File: src/hdl/ffsa_pkg.sv
// Shared types and constants for the first-fit segment allocator.
package ffsa_pkg;

    localparam int ID_W     = 16;
    localparam int OWNER_W  = 17;
    localparam int START_W  = 20;
    localparam int LEN_W    = 21;
    localparam int STATUS_W = 3;

    localparam int MEMORY_BYTES_DEF = 1048576;
    localparam int MAX_SEGMENTS_DEF = 64;
    localparam int MAX_SKIPPED_DEF  = 32;

    // owner bit 16 set marks a free segment
    localparam logic [OWNER_W-1:0] FREE_OWNER = 17'h10000;

    typedef enum logic [STATUS_W-1:0] {
        ST_PLACED  = 3'd0,
        ST_NOFIT   = 3'd1,
        ST_FREED   = 3'd2,
        ST_SKIPPED = 3'd3,
        ST_UNKNOWN = 3'd4,
        ST_FULL    = 3'd5
    } status_t;

    typedef enum logic [1:0] {
        OP_HOLD   = 2'd0,
        OP_SETOWN = 2'd1,
        OP_SPLIT  = 2'd2,
        OP_MERGE  = 2'd3
    } cell_op_t;

    typedef struct packed {
        logic [OWNER_W-1:0] owner;
        logic [START_W-1:0] start;
        logic [LEN_W-1:0]   len;
    } seg_t;

    typedef struct packed {
        cell_op_t           op;
        logic               find_free;
        logic [ID_W-1:0]    id;
        logic [LEN_W-1:0]   size;
        logic [OWNER_W-1:0] owner;
    } cell_cmd_t;

    typedef struct packed {
        logic is_free;
        logic hit;
        logic exact;
    } cell_stat_t;

endpackage

File: src/hdl/ffsa_cell.sv
// One segment table cell: holds a segment, shifts with its neighbors, carries the scan token.
module ffsa_cell #(
    parameter bit FIRST        = 1'b0,
    parameter int MEMORY_BYTES = ffsa_pkg::MEMORY_BYTES_DEF
) (
    input  logic                 clk,
    input  logic                 rst_n,
    input  ffsa_pkg::cell_cmd_t  cmd,
    input  logic                 at_pos,
    input  logic                 past_pos,
    input  logic                 left_at,
    input  ffsa_pkg::seg_t       left_seg,
    input  ffsa_pkg::seg_t       right_seg,
    input  logic                 tok_in,
    output ffsa_pkg::seg_t       seg,
    output logic                 tok,
    output ffsa_pkg::cell_stat_t stat
);

    localparam ffsa_pkg::seg_t RESET_SEG = FIRST ?
        '{owner: ffsa_pkg::FREE_OWNER, start: '0,
          len: ffsa_pkg::LEN_W'(MEMORY_BYTES)} : '0;

    ffsa_pkg::seg_t seg_reg, seg_next;
    logic           tok_reg;
    logic           match;

    always_comb
    begin
        seg_next = seg_reg;
        unique case (cmd.op)
            ffsa_pkg::OP_HOLD:
            begin
            end
            ffsa_pkg::OP_SETOWN:
            begin
                if (at_pos)
                begin
                    seg_next.owner = cmd.owner;
                end
            end
            ffsa_pkg::OP_SPLIT:
            begin
                if (at_pos)
                begin
                    seg_next.owner = cmd.owner;
                    seg_next.len   = cmd.size;
                end
                else if (left_at)
                begin
                    // free remainder behind the new block
                    seg_next.owner = ffsa_pkg::FREE_OWNER;
                    seg_next.start = left_seg.start + cmd.size[ffsa_pkg::START_W-1:0];
                    seg_next.len   = left_seg.len - cmd.size;
                end
                else if (past_pos)
                begin
                    seg_next = left_seg;
                end
            end
            ffsa_pkg::OP_MERGE:
            begin
                if (at_pos)
                begin
                    seg_next.len = seg_reg.len + right_seg.len;
                end
                else if (past_pos)
                begin
                    seg_next = right_seg;
                end
            end
            default:
            begin
            end
        endcase
    end

    always_ff @(posedge clk or negedge rst_n)
    begin
        if (!rst_n)
        begin
            seg_reg <= RESET_SEG;
            tok_reg <= 1'b0;
        end
        else
        begin
            seg_reg <= seg_next;
            tok_reg <= tok_in;
        end
    end

    always_comb
    begin
        if (cmd.find_free)
        begin
            match = seg_reg.owner[ffsa_pkg::OWNER_W-1] && (seg_reg.len >= cmd.size);
        end
        else
        begin
            match = (seg_reg.owner == {1'b0, cmd.id});
        end
    end

    assign seg          = seg_reg;
    assign tok          = tok_reg;
    assign stat.is_free = seg_reg.owner[ffsa_pkg::OWNER_W-1];
    assign stat.hit     = tok_reg & match;
    assign stat.exact   = tok_reg & (seg_reg.len == cmd.size);

endmodule
File: config.mk
export PLATFORM = sky130hd
export DESIGN_NAME = ffsa_cell
export DESIGN_NICKNAME = d
export VERILOG_FILES = /design/src/hdl/ffsa_pkg.sv /design/src/hdl/ffsa_cell.sv
export SDC_FILE = /design/constraint.sdc
export NUM_CORES = 1
export LEC_CHECK = 0
export ABC_AREA = 1
export BUFFER_PORTS_ARGS = -buffer_cell sky130_fd_sc_hd__buf_2
export CORE_MARGIN = 8
export CORE_UTILIZATION = 50
export CTS_CLUSTER_SIZE = 8
export DETAILED_ROUTE_END_ITERATION = 16
export PLACE_DENSITY = 0.87
export REMOVE_ABC_BUFFERS = 1
export SLEW_MARGIN = 20
export SYNTH_ARGS = -nofsm -noshare
export SYNTH_HDL_FRONTEND = slang
export SYNTH_SLANG_ARGS = --single-unit
export TNS_END_PERCENT = 20
File: constraint.sdc
create_clock -name clk -period 3.41 [get_ports clk]
set_clock_uncertainty 0.05 [all_clocks]
set_input_delay 0.682 -clock clk [delete_from_list [all_inputs] [get_ports clk]]
set_output_delay 0.682 -clock clk [all_outputs]
set_load 0.02 [all_outputs]
==> impl_metrics.csv <==
group,metric,value,unit
floorplan,dieArea,20700,µm²
critical_path,startpoint_type,"primary input",
global_route,grt.overflow.total,0,
yosys,synth_area_leader_cell,"nand2_1",
critical_path,ff2ff_path_depth,12,
critical_path,slowest_delay,0.35,ns
yosys,yosys_warnings,0,
floorplan,chipWidth,144,µm
critical_path,crit_slowest_cell,"nor3_1",
critical_path,crit_arrival,2.47,ns
global_route,grt_usage,28.1,%
status,status,"finished clean",
global_route,grt_pass1_vias,9599,
yosys,synth_area,8190,µm²
clock_tree,cts_root_buf,"clkbuf_16",
yosys,yosys-top-cells-area,"nand2_1 (20%), dfrtp_1 (18%), ha_1 (12%), a21oi_1 (8.7%), nor2_1 (6.8%)",
critical_path,worstReg2RegEnd,"seg[16]",
place,place_area,9560,µm²
sta,setup_viol,0,
layout,filler_cell_count,1579,
clock_tree,cts_tree,"built",
yosys,ys_ff_latch,59,
clock_tree,numCtsBuffers,9,
layout,post-route-util,62.0,%
critical_path,path_class,"primary input to primary output",
floorplan,design.portCount,241,
sta,tns,0,ns
critical_path,cp.buffers_inverters,4,
sta,final_hold_viol_count,0,
sta,worstMarginPinSlew,0.806,ns
clock_tree,insertion_delay,0.34,ns
yosys,synthArstFlopShare,100,%
route,vias,9980,
critical_path,worstPathCellList,"buf_2 > inv_1 > ha_1 > inv_1 > nor3_1 > nor3b_2 > nand3_1 > nand4_1 > a21oi_1 > nor2_1 > buf_2",
route,drc_errors,0,
route,vias_per_cell,5.51,
yosys,synth_top_family_by_area,"simple AND/OR/NAND/NOR gates",
critical_path,endpoint,"stat[1]",
route,drtIter0Drc,750,
pwr,p_per_area,387,nW/µm²
route,wirelength,29.6,mm
global_route,grt_pass1_wl,46.4,mm
yosys,synth_compound_area_share,20.7,%
critical_path,path_max_fanout,3,
place,port_buffers,240,
critical_path,crit_start,"cmd[34]",
yosys,synth_top_area_share,20.0,%
floorplan,core,15900,µm²
clock_tree,cts_max_path_buffers,2,
yosys,synthSimpleGateAreaFrac,35.3,%
clock_tree,cts_max_level,3,
run,maxCapViolCount,0,
critical_path,worstPathRequired,2.68,ns
yosys,synthMuxAreaShare,0.947,%
clock_tree,clk_pin_slew,0.06,ns
sta,fmax,0.312,GHz
worst_hold_path,hp-class,"primary input to flop",
floorplan,die_h,144,µm
route,drtPass1Iterations,6,
critical_path,r2r_slack,1.08,ns
worst_hold_path,worstHoldStart,"tok_in",
critical_path,crit_family,"simple AND/OR/NAND/NOR gates",
sta,period_minus_slack,3.21,ns
clock_tree,cts.sinks,59,
critical_path,worstSetupEndpointType,"primary output",
sta,maxSlewHeadroom,46.3,%
clock_tree,cts_hold_buf,0,
route,ant_nets,0,
layout,final_net_count,1850,
sta,slew_violations,0,
clock_tree,post_cts_buffers,0,
floorplan,rows,46,
layout,design_area,9880,µm²
yosys,syn_area_per_cell,5.98,µm²
layout,largest_register_ffs,58,
floorplan,initial_utilization,51.4,%
layout,area_growth,20.6,%
yosys,ys_seq_area_share,18.0,%
route,routedWlPerCell,16.3,µm
yosys,synth_edf_count,0,
place,routabilityCongestion,0.979,
yosys,ys.flop_type,"dfrtp_1",
sta,min_period_over_period,94.0,%
yosys,synthDistinctLibCells,45,
sta,holdWs,0.389,ns
yosys,synthCells,1370,
clock_tree,cts_resized,0,
yosys,synth-xor-area-share,2.67,%
sta,grt_setup_unrepaired,"false",
pwr,total_leakage_power,5.36,nW
critical_path,cp_num_cells,11,
place,hpwl,23.9,mm
global_route,grt_max_degree,73,
global_route,antenna_found_initial,3,
critical_path,r2r_start,"seg[0]",
layout,drive_gt1_share,17.6,%
pwr,vdd_drop_max,0.243,mV
yosys,synth-adder-area-share,13.0,%
==> layout make-up <==
cell class	count	area (µm²)	share of cell area (%)
clock buffer	11	233	2.36
multi-input combinational	1119	5960	60.3
clock inverter	5	77.6	0.785
tap	216	270	2.74
sequential	59	1480	14.9
antenna	2	5.00	0.0507
inverter	146	548	5.55
timing repair buffer	253	1310	13.3
==> cells in the mapped netlist (2+ instances only) <==
cell	number
o221ai_1	4
mux2_2	6
a21oi_1	143
ha_1	80
nor4_1	7
or2_2	2
o211ai_1	6
dfrtp_1	59
nor3b_1	2
buf_2	10
xnor2_1	11
o311ai_0	16
nor2_1	149
o21a_1	4
nand3_1	65
fa_1	3
nand3b_1	10
and2_1	4
xor2_1	14
a31oi_1	8
a22oi_1	16
buf_6	2
nand2_1	436
nor3_1	9
nand4_1	23
o21ai_0	76
inv_1	144
clkbuf_1	23
a21o_1	3
a21boi_0	2
o21bai_1	8
buf_4	4
o2111ai_1	2
buf_1	6
o22ai_1	2
a211oi_1	2
==> metal layers <==
| metal | part of all wire (%) | wire (µm) | global-route usage (%) | up-vias |
|---|---|---|---|---|
| met5 | 0.061 | 18 | 0 | - |
| met4 | 2.6 | 768 | 10.0 | 4 |
| met3 | 9.8 | 2900 | 7.91 | 67 |
| met2 | 48 | 14200 | 47.8 | 469 |
| met1 | 40 | 11700 | 33.2 | 4419 |
| li1 | - | - | - | 5021 |
==> logic make-up after synthesis <==
family / count (synthesis)
simple gates: 709
mux: 7
buf+inv: 192
fa+ha+maj: 83
compound gates: 295
flops: 59
xor+xnor: 25
==> report_power, final <==
part / internal [W] / switching, W / total [W]
Combinational: 0.000697 / 0.00121 / 0.00190
Sequential: 0.000824 / 0.000118 / 0.000942
Clock: 0.000637 / 0.000343 / 0.000981
Total: 0.00216 / 0.00167 / 0.00383
==> placed cells by master (no fill, tap or decap), drive strengths merged, types with 3 or more instances in the layout <==
| cell | Yosys | routed |
|---|---|---|
| o21bai | 8 | 8 |
| clkbuf | 24 | 11 |
| nand3 | 65 | 65 |
| nand2 | 436 | 436 |
| o311ai | 16 | 16 |
| nand4 | 23 | 23 |
| a22oi | 16 | 16 |
| buf | 22 | 253 |
| nor3 | 9 | 9 |
| o21ai | 77 | 77 |
| nand3b | 10 | 10 |
| and2 | 4 | 4 |
| nor2 | 150 | 150 |
| nor4 | 7 | 7 |
| a21o | 3 | 3 |
| a21oi | 143 | 143 |
| ha | 80 | 80 |
| xnor2 | 11 | 11 |
| inv | 145 | 145 |
| a31oi | 8 | 8 |
| xor2 | 14 | 14 |
| o211ai | 6 | 6 |
| o21a | 4 | 4 |
| fa | 3 | 3 |
| clkinv | 1 | 3 |
| mux2 | 6 | 6 |
| o221ai | 4 | 4 |
| dfrtp | 59 | 59 |
==> stage by stage <==
step / total power [W] / setup WS, ns / instances
final: 0.00383 / 0.203 / 1811
after global routing: 0.00411 / 0.0670 / 1809
after CTS: 0.00382 / 0.132 / 1809
after detailed placement: 0.00282 / 0.142 / 1793
after global placement: 0.00279 / 0.156 / 1793
after floorplan: 0.00218 / 0.0772 / 1324
==> worst min path at each step <==
stage / end / slack (ns) / cells after the start
after floorplan: seg[0] / 0.34 / 0
after global placement: seg[37] / 0.41 / 2
after detailed placement: seg[39] / 0.41 / 2
after CTS: tok / 0.38 / 1
after global routing: tok / 0.38 / 1
final: tok / 0.39 / 1
Note: power is estimated with default switching activity, not from simulation.
