## src/hdl/ffsa_ram.sv

```systemverilog
// Generic single-write, single-read RAM with registered read data.
module ffsa_ram #(
    parameter int WIDTH = 16,
    parameter int DEPTH = 32,
    parameter int AW    = (DEPTH > 1) ? $clog2(DEPTH) : 1
) (
    input  logic             clk,
    input  logic             we,
    input  logic [AW-1:0]    waddr,
    input  logic [WIDTH-1:0] wdata,
    input  logic [AW-1:0]    raddr,
    output logic [WIDTH-1:0] rdata
);

    logic [WIDTH-1:0] mem [DEPTH];
    logic [WIDTH-1:0] rdata_reg;

    always_ff @(posedge clk)
    begin
        if (we)
        begin
            mem[waddr] <= wdata;
        end
        rdata_reg <= mem[raddr];
    end

    assign rdata = rdata_reg;

endmodule

```

## config.mk

```make
export PLATFORM = sky130hd
export DESIGN_NAME = ffsa_ram
export DESIGN_NICKNAME = d
export VERILOG_FILES = /design/src/hdl/ffsa_ram.sv
export SDC_FILE = /design/constraint.sdc
export NUM_CORES = 1
export LEC_CHECK = 0
export ABC_AREA = 1
export BUFFER_PORTS_ARGS = -buffer_cell sky130_fd_sc_hd__buf_2
export CAP_MARGIN = 40
export CORE_MARGIN = 1.5
export CORE_UTILIZATION = 43
export CTS_CLUSTER_DIAMETER = 80
export DETAILED_ROUTE_END_ITERATION = 16
export HOLD_SLACK_MARGIN = 0.06
export PLACE_DENSITY = 0.66
export SYNTH_ARGS = -nofsm -noshare
export SYNTH_HDL_FRONTEND = slang
export SYNTH_SLANG_ARGS = --single-unit
```

## constraint.sdc

```tcl
create_clock -name clk -period 2.5 [get_ports clk]
set_input_delay 0.5 -clock clk [delete_from_list [all_inputs] [get_ports clk]]
set_output_delay 0.5 -clock clk [all_outputs]
set_load 0.05 [all_outputs]
```

==> results of run 1 <==
==> tightest hold or removal path: stages <==
cell,delay (ps)
buf_2,110
buf_4,220
nand2_1,100
nand2_1,50
==> synthesized netlist by cell type (all sizes together) <==
master / number / share of area, %
edfxtp: 512 / 72
nor2: 32 / 0.56
nand2: 720 / 13
nand3: 396 / 9.3
clkbuf: 19 / 0.33
inv: 10 / 0.20
buf: 89 / 3.2
dfxtp: 16 / 1.5
==> area by class of cell <==
type,instances,area (µm²)
inverters,10,45.04
clock buffers,75,1469
flip-flops and latches,528,15700
repair buffers,99,822.0
well taps,664,830.8
fillers,4223,25060
clock inverters,23,225.2
multi-input cells,1148,4805
==> how the worst min path moves through the flow <==
stage / start / to
detailed placement: mem[14][1] / rdata[1]
floorplan: wdata[0] / mem[0][0]
global placement: mem[8][12] / rdata[12]
finish: raddr[4] / rdata[7]
CTS: raddr[4] / rdata[0]
global route: raddr[4] / rdata[4]
==> cells by family after synthesis <==
group | after synthesis
AND/OR/NAND/NOR | 1148
flip-flops | 528
buffers and inverters | 118
==> report_power, final <==
| part | internal (W) | switching, W |
|---|---|---|
| registers | 0.00984 | 0.0000548 |
| logic | 0.000310 | 0.000964 |
| clock network | 0.00450 | 0.00329 |
==> routing by layer <==
metal	vias up	GRT usage, %	routed length (µm)
met4	4	5.889	1148
li1	6340	-	-
met3	91	3.279	4886
met5	-	0	22
met2	680	33.95	25380
met1	6673	31.17	22940
==> per-stage QoR <==
step | util [%] | setup slack, ps
6_report | 48.81 | 575.0
3_3_place_gp | 45.35 | 427.5
5_1_grt | 48.81 | 596.8
3_5_place_dp | 45.35 | 438.9
2_1_floorplan | - | 617.2
4_1_cts | 48.81 | 598.0
==> results.py, run 1 <==
metrics = {
    "global_route": {
        "grt_pass1_vias": 12970,
        "grt_max_degree": 104,
        "grt-ovfl-total": 0,
        "antenna_found_initial": 3,
        "grt_util_all_layers_pct": 21.54,
        "grt_pass1_wl_mm": 81.41,
    },
    "min_path": {
        "min_delay_path_depth": 4,
        "hp-class": "primary input to flip-flop",
    },
    "worst_setup_path": {
        "path_buf_inv": 1,
        "worst_path_max_delay_cell": "dfxtp_1",
        "endpoint_kind": "output port",
        "cp-startpoint": "rdata[0]",
        "cp_data_required_time_ps": 2000,
        "crit_family": "flip-flops",
        "cp_slowest_stage_delay_ps": 490,
        "crit_cells": 1,
        "r2r-start": "mem[17][10]",
        "timing.critical_path.cells": "buf_2",
        "ff2ff_setup_slack_ps": 1260,
        "start_kind": "flip-flop",
        "cp.arrival_ps": 1420,
        "r2r_end": "rdata[10]",
        "crit_fanout": 1,
        "r2r_cells": 8,
        "worstSetupEndpoint": "rdata[0]",
        "crit_type": "flip-flop to output port",
    },
    "die": {
        "start_util_pct": 43.52,
        "dieHeight_um": 225.6,
        "dieArea_um2": 50880,
        "die_w_um": 225.6,
        "rows": 81,
        "ios": 44,
        "coreArea_um2": 48950,
    },
    "route": {
        "drtPass1Iterations": 5,
        "dr_total_vias": 13790,
        "drc_errors": 0,
        "drtIter0Drc": 1757,
        "drt-wirelength-per-cell_um": 21.35,
        "antenna_left": 0,
        "vias_per_cell": 5.413,
        "routed_wl_mm": 54.38,
    },
    "synth": {
        "synth_top_family_by_area": "simple AND/OR/NAND/NOR gates",
        "synth_area_um2": 21300,
        "synth_compound_area_share_pct": 0,
        "synth_mux_area_share_pct": 0,
        "synth_cells": 1794,
        "synth-seq-area-share_pct": 73.68,
        "syn_area_per_cell_um2": 11.87,
        "synth_adder_area_share_pct": 0,
        "synth-simple-area-share_pct": 22.56,
        "synthXorXnorAreaFrac_pct": 0,
        "syn_nets": 1822,
        "synth.distinct_cells": 15,
        "ys_ff_latch": 528,
        "yosys_warnings": 0,
    },
    "cells_and_area": {
        "finalNetCount": 1868,
        "largest_reg_flops": 512,
        "final_common_cell": "nand2_1",
        "final_area_um2": 23890,
        "fin_cells": 2547,
        "drive_above_1_share_pct": 9.612,
        "area_growth_pct": 12.16,
        "num_antenna_cells": 0,
        "final_cell_mix": "720 x nand2_1, 512 x edfxtp_1, 396 x nand3_1, 53 x clkbuf_16, 43 x buf_4",
    },
    "sta": {
        "hold_viol_final": 0,
        "fmaxAchievable_mhz": 519.5,
        "drv_slew": 0,
        "relSlewSlack_pct": 45.37,
        "fin_skew_ps": 8.985,
        "worst_slew_pin_slew_ps": 818.6,
        "min_period_ps": 1925,
        "fin_crit_sh_pct": 77.00,
        "final-setup-viol-count": 0,
        "fin_setup_tns_ps": 0,
        "hold_ws_ps": 426.2,
        "rsz0062_at_grt": "false",
    },
    "clocking": {
        "clk_latency_ps": 600,
        "numCtsBuffers": 53,
        "htreeDepth": 2,
        "cts-hold-fix-buffers": 0,
        "cts_resized": 0,
        "cts_buffer_depth": 3,
        "cts_tree": "yes",
        "path_clk_slew_ps": 60,
        "cts_sinks": 528,
        "cts-root-buf": "clkbuf_16",
        "postCtsSetupBuffers": 0,
    },
    "outcome": {
        "status": "finished clean",
    },
    "power_and_ir_drop": {
        "ir_drop_mv": 0.5022,
        "leakagePower_nw": 8.815,
        "pwr_density_cell_nw_per_um2": 793.7,
        "power.total_w": 0.01896,
    },
    "placement": {
        "hpwlAfterDp_mm": 29.58,
        "port_buffers": 43,
        "place.gp.congestion": 0.8207,
        "dp.cells": 2449,
        "place_area_um2": 22200,
    },
    "run": {
        "cap_viol_max_count": 0,
    },
}
(Power assumes the default switching activity.)
==> run 2, diff against run 1 <==
--- a/config.mk
+++ b/config.mk
@@ -5,7 +5,7 @@
 export SDC_FILE = /design/constraint.sdc
 export NUM_CORES = 1
 export LEC_CHECK = 0
-export ABC_AREA = 1
+export ABC_AREA = 0
 export BUFFER_PORTS_ARGS = -buffer_cell sky130_fd_sc_hd__buf_2
 export CAP_MARGIN = 40
 export CORE_MARGIN = 1.5
@@ -13,7 +13,7 @@
 export CTS_CLUSTER_DIAMETER = 80
 export DETAILED_ROUTE_END_ITERATION = 16
 export HOLD_SLACK_MARGIN = 0.06
-export PLACE_DENSITY = 0.66
+export PLACE_DENSITY = 0.68
 export SYNTH_ARGS = -nofsm -noshare
 export SYNTH_HDL_FRONTEND = slang
 export SYNTH_SLANG_ARGS = --single-unit
==> constraint.sdc (replaced) <==
create_clock -name clk -period 1.6 [get_ports clk]
set_input_delay 0.32 -clock clk [delete_from_list [all_inputs] [get_ports clk]]
set_output_delay 0.32 -clock clk [all_outputs]
set_load 0.05 [all_outputs]
==> results.py, run 2 <==
metrics = {
    "worst_setup_path": {
        "cp.arrival_ps": 1230,
        "crit_cells": 1,
        "crit_type": "flip-flop to output port",
        "path_buf_inv": 1,
        "cp_slowest_stage_delay_ps": 350,
        "start_kind": "flip-flop",
        "r2r_cells": 6,
        "crit_family": "flip-flops",
        "worst_path_max_delay_cell": "dfxtp_1",
        "timing.critical_path.cells": "buf_2",
        "crit_fanout": 1,
        "cp_data_required_time_ps": 1280,
        "endpoint_kind": "output port",
    },
    "synth": {
        "synth_area_leaders": "edfxtp_1 75%, mux2i_1 12%, a22oi_1 2.3%",
        "yosys_warnings": 0,
        "syn_area_per_cell_um2": 17.97,
        "synth-seq-area-share_pct": 76.43,
        "synth.distinct_cells": 26,
        "async_flop_share_pct": 0,
        "synth_top_area_cell": "edfxtp_1",
        "ys_ff_latch": 528,
        "syn_nets": 1171,
        "synth_commonest_cells": "512 x edfxtp_1, 256 x mux2i_1, 64 x a22oi_1",
        "yosysMostFrequentCell": "edfxtp_1",
        "synth_cells": 1143,
        "synth_area_um2": 20540,
        "synthFlopType": "edfxtp_1",
        "synth_edf_count": 512,
        "yosysTopAreaCellShare_pct": 74.87,
    },
    "die": {
        "start_util_pct": 43.83,
        "coreArea_um2": 46850,
        "ios": 44,
        "die_w_um": 221.5,
        "rows": 79,
        "dieArea_um2": 49080,
        "dieHeight_um": 221.5,
    },
    "global_route": {
        "grt_pass1_wl_mm": 70.06,
        "grt_max_degree": 37,
        "grt-ovfl-total": 0,
        "antenna_found_initial": 3,
        "grt_pass1_vias": 10970,
        "grt_util_all_layers_pct": 19.18,
    },
    "cells_and_area": {
        "drive_above_1_share_pct": 22.80,
        "area_growth_pct": 20.98,
        "final_cell_mix": "512 x edfxtp_1, 256 x mux2i_1, 109 x buf_4, 64 x a22oi_1, 56 x buf_12",
        "fin_cells": 1985,
        "final_common_cell": "edfxtp_1",
        "finalNetCount": 1361,
        "fin_util_pct": 53.03,
        "largest_reg_flops": 512,
    },
    "run": {
        "cap_viol_max_count": 0,
    },
    "route": {
        "routed_wl_mm": 46.94,
        "dr_total_vias": 10980,
        "drc_errors": 0,
        "antenna_left": 0,
        "drtIter0Drc": 1195,
        "vias_per_cell": 5.534,
        "drt-wirelength-per-cell_um": 23.65,
        "drtPass1Iterations": 5,
    },
    "clocking": {
        "cts_sinks": 528,
        "postCtsSetupBuffers": 0,
        "cts_buffer_depth": 3,
        "cts-root-buf": "clkbuf_16",
        "htreeDepth": 2,
        "clk_latency_ps": 610,
        "path_clk_slew_ps": 60,
        "numCtsBuffers": 52,
        "cts_tree": "yes",
    },
    "outcome": {
        "status": "finished clean",
    },
    "power_and_ir_drop": {
        "leakagePower_nw": 8.861,
        "pwr_density_cell_nw_per_um2": 1218,
        "ir_drop_mv": 1.123,
    },
    "sta": {
        "fin_crit_sh_pct": 96.79,
        "hold_viol_final": 0,
        "fmaxAchievable_mhz": 645.7,
        "drv_slew": 0,
        "min_period_ps": 1549,
        "final-setup-viol-count": 0,
        "fin_skew_ps": 26.40,
        "worst_slew_pin_slew_ps": 670.1,
        "rsz0062_at_grt": "false",
        "relSlewSlack_pct": 55.33,
    },
    "min_path": {
        "min_delay_path_depth": 1,
        "hp-class": "primary input to flip-flop",
    },
    "placement": {
        "hpwlAfterDp_mm": 29.75,
        "dp.cells": 1886,
        "port_buffers": 43,
        "place.gp.congestion": 0.8635,
    },
}
==> run 2: cell count changes in the layout (fill, tap and decap cells not counted), sizes merged, moves of 32 or more <==
cell / before / now
a22oi: 0 / 64
a21oi: 0 / 32
a22o: 0 / 32
nand2: 720 / 33
nand3: 396 / 34
mux2i: 0 / 256
buf: 98 / 203
==> run 2: routing by layer <==
layer / track usage (%) / routed length, µm / part of all wire [%] / vias up
met5: 0 / 0 / 0 / -
met4: 6.164 / 1261 / 2.7 / 0
met3: 3.207 / 2964 / 6.3 / 82
met2: 32.76 / 23750 / 51 / 384
met1: 25.09 / 18960 / 40 / 5555
li1: - / - / - / 4963
==> run 2: cell type report <==
class                      instances  area (µm²)
sequential                       528       15700
timing repair buffer             203        2140
clock buffer                      69        1405
antenna                            1       2.502
fill                            3680       22010
multi-input combinational        548        4432
tap                              607       759.5
clock inverter                    29       410.4
==> run 2: logic make-up after synthesis <==
family	share of synthesized area, %
flops	76.43
mux	12.48
simple gates	3.491
compound gates	4.972
buf+inv	2.632
==> run 2: worst paths after layout <==
check,startpoint,end,slack (ps)
max,rdata[13],rdata[13],50
min,wdata[10],mem[16][10],170
max reg2reg,mem[1][4],rdata[4],80
min reg2reg,mem[16][7],rdata[7],600
==> run 2: metrics by stage <==
| step | hold WS, ps | power, W | worst slack (ps) | TNS [ps] | cell area, µm² |
|---|---|---|---|---|---|
| after floorplan | 418.9 | 0.01679 | -187.1 | -54220 | 20650 |
| final | 175.0 | 0.03025 | 51.31 | 0 | 24850 |
| after detailed placement | 596.4 | 0.01775 | -473.6 | -30950 | 23000 |
| after global placement | 586.0 | 0.01771 | -470.7 | -26290 | 23000 |
| after CTS | 156.0 | 0.03045 | 13.08 | 0 | 24830 |
| after global routing | 162.8 | 0.03115 | 9.981 | 0 | 24850 |
==> run 2: repair_timing <==
action / 4_1_cts / 5_1_grt
endpoints found under the setup margin: 6 / 2
hold buffers: 0 / 0
pin swaps: 0 / 1
gates resized for setup: 7 / 2
==> run 2: power by group <==
part,switching [W],internal (W)
clock network,0.00511,0.00767
registers,0.0000739,0.0154
logic,0.00125,0.000765
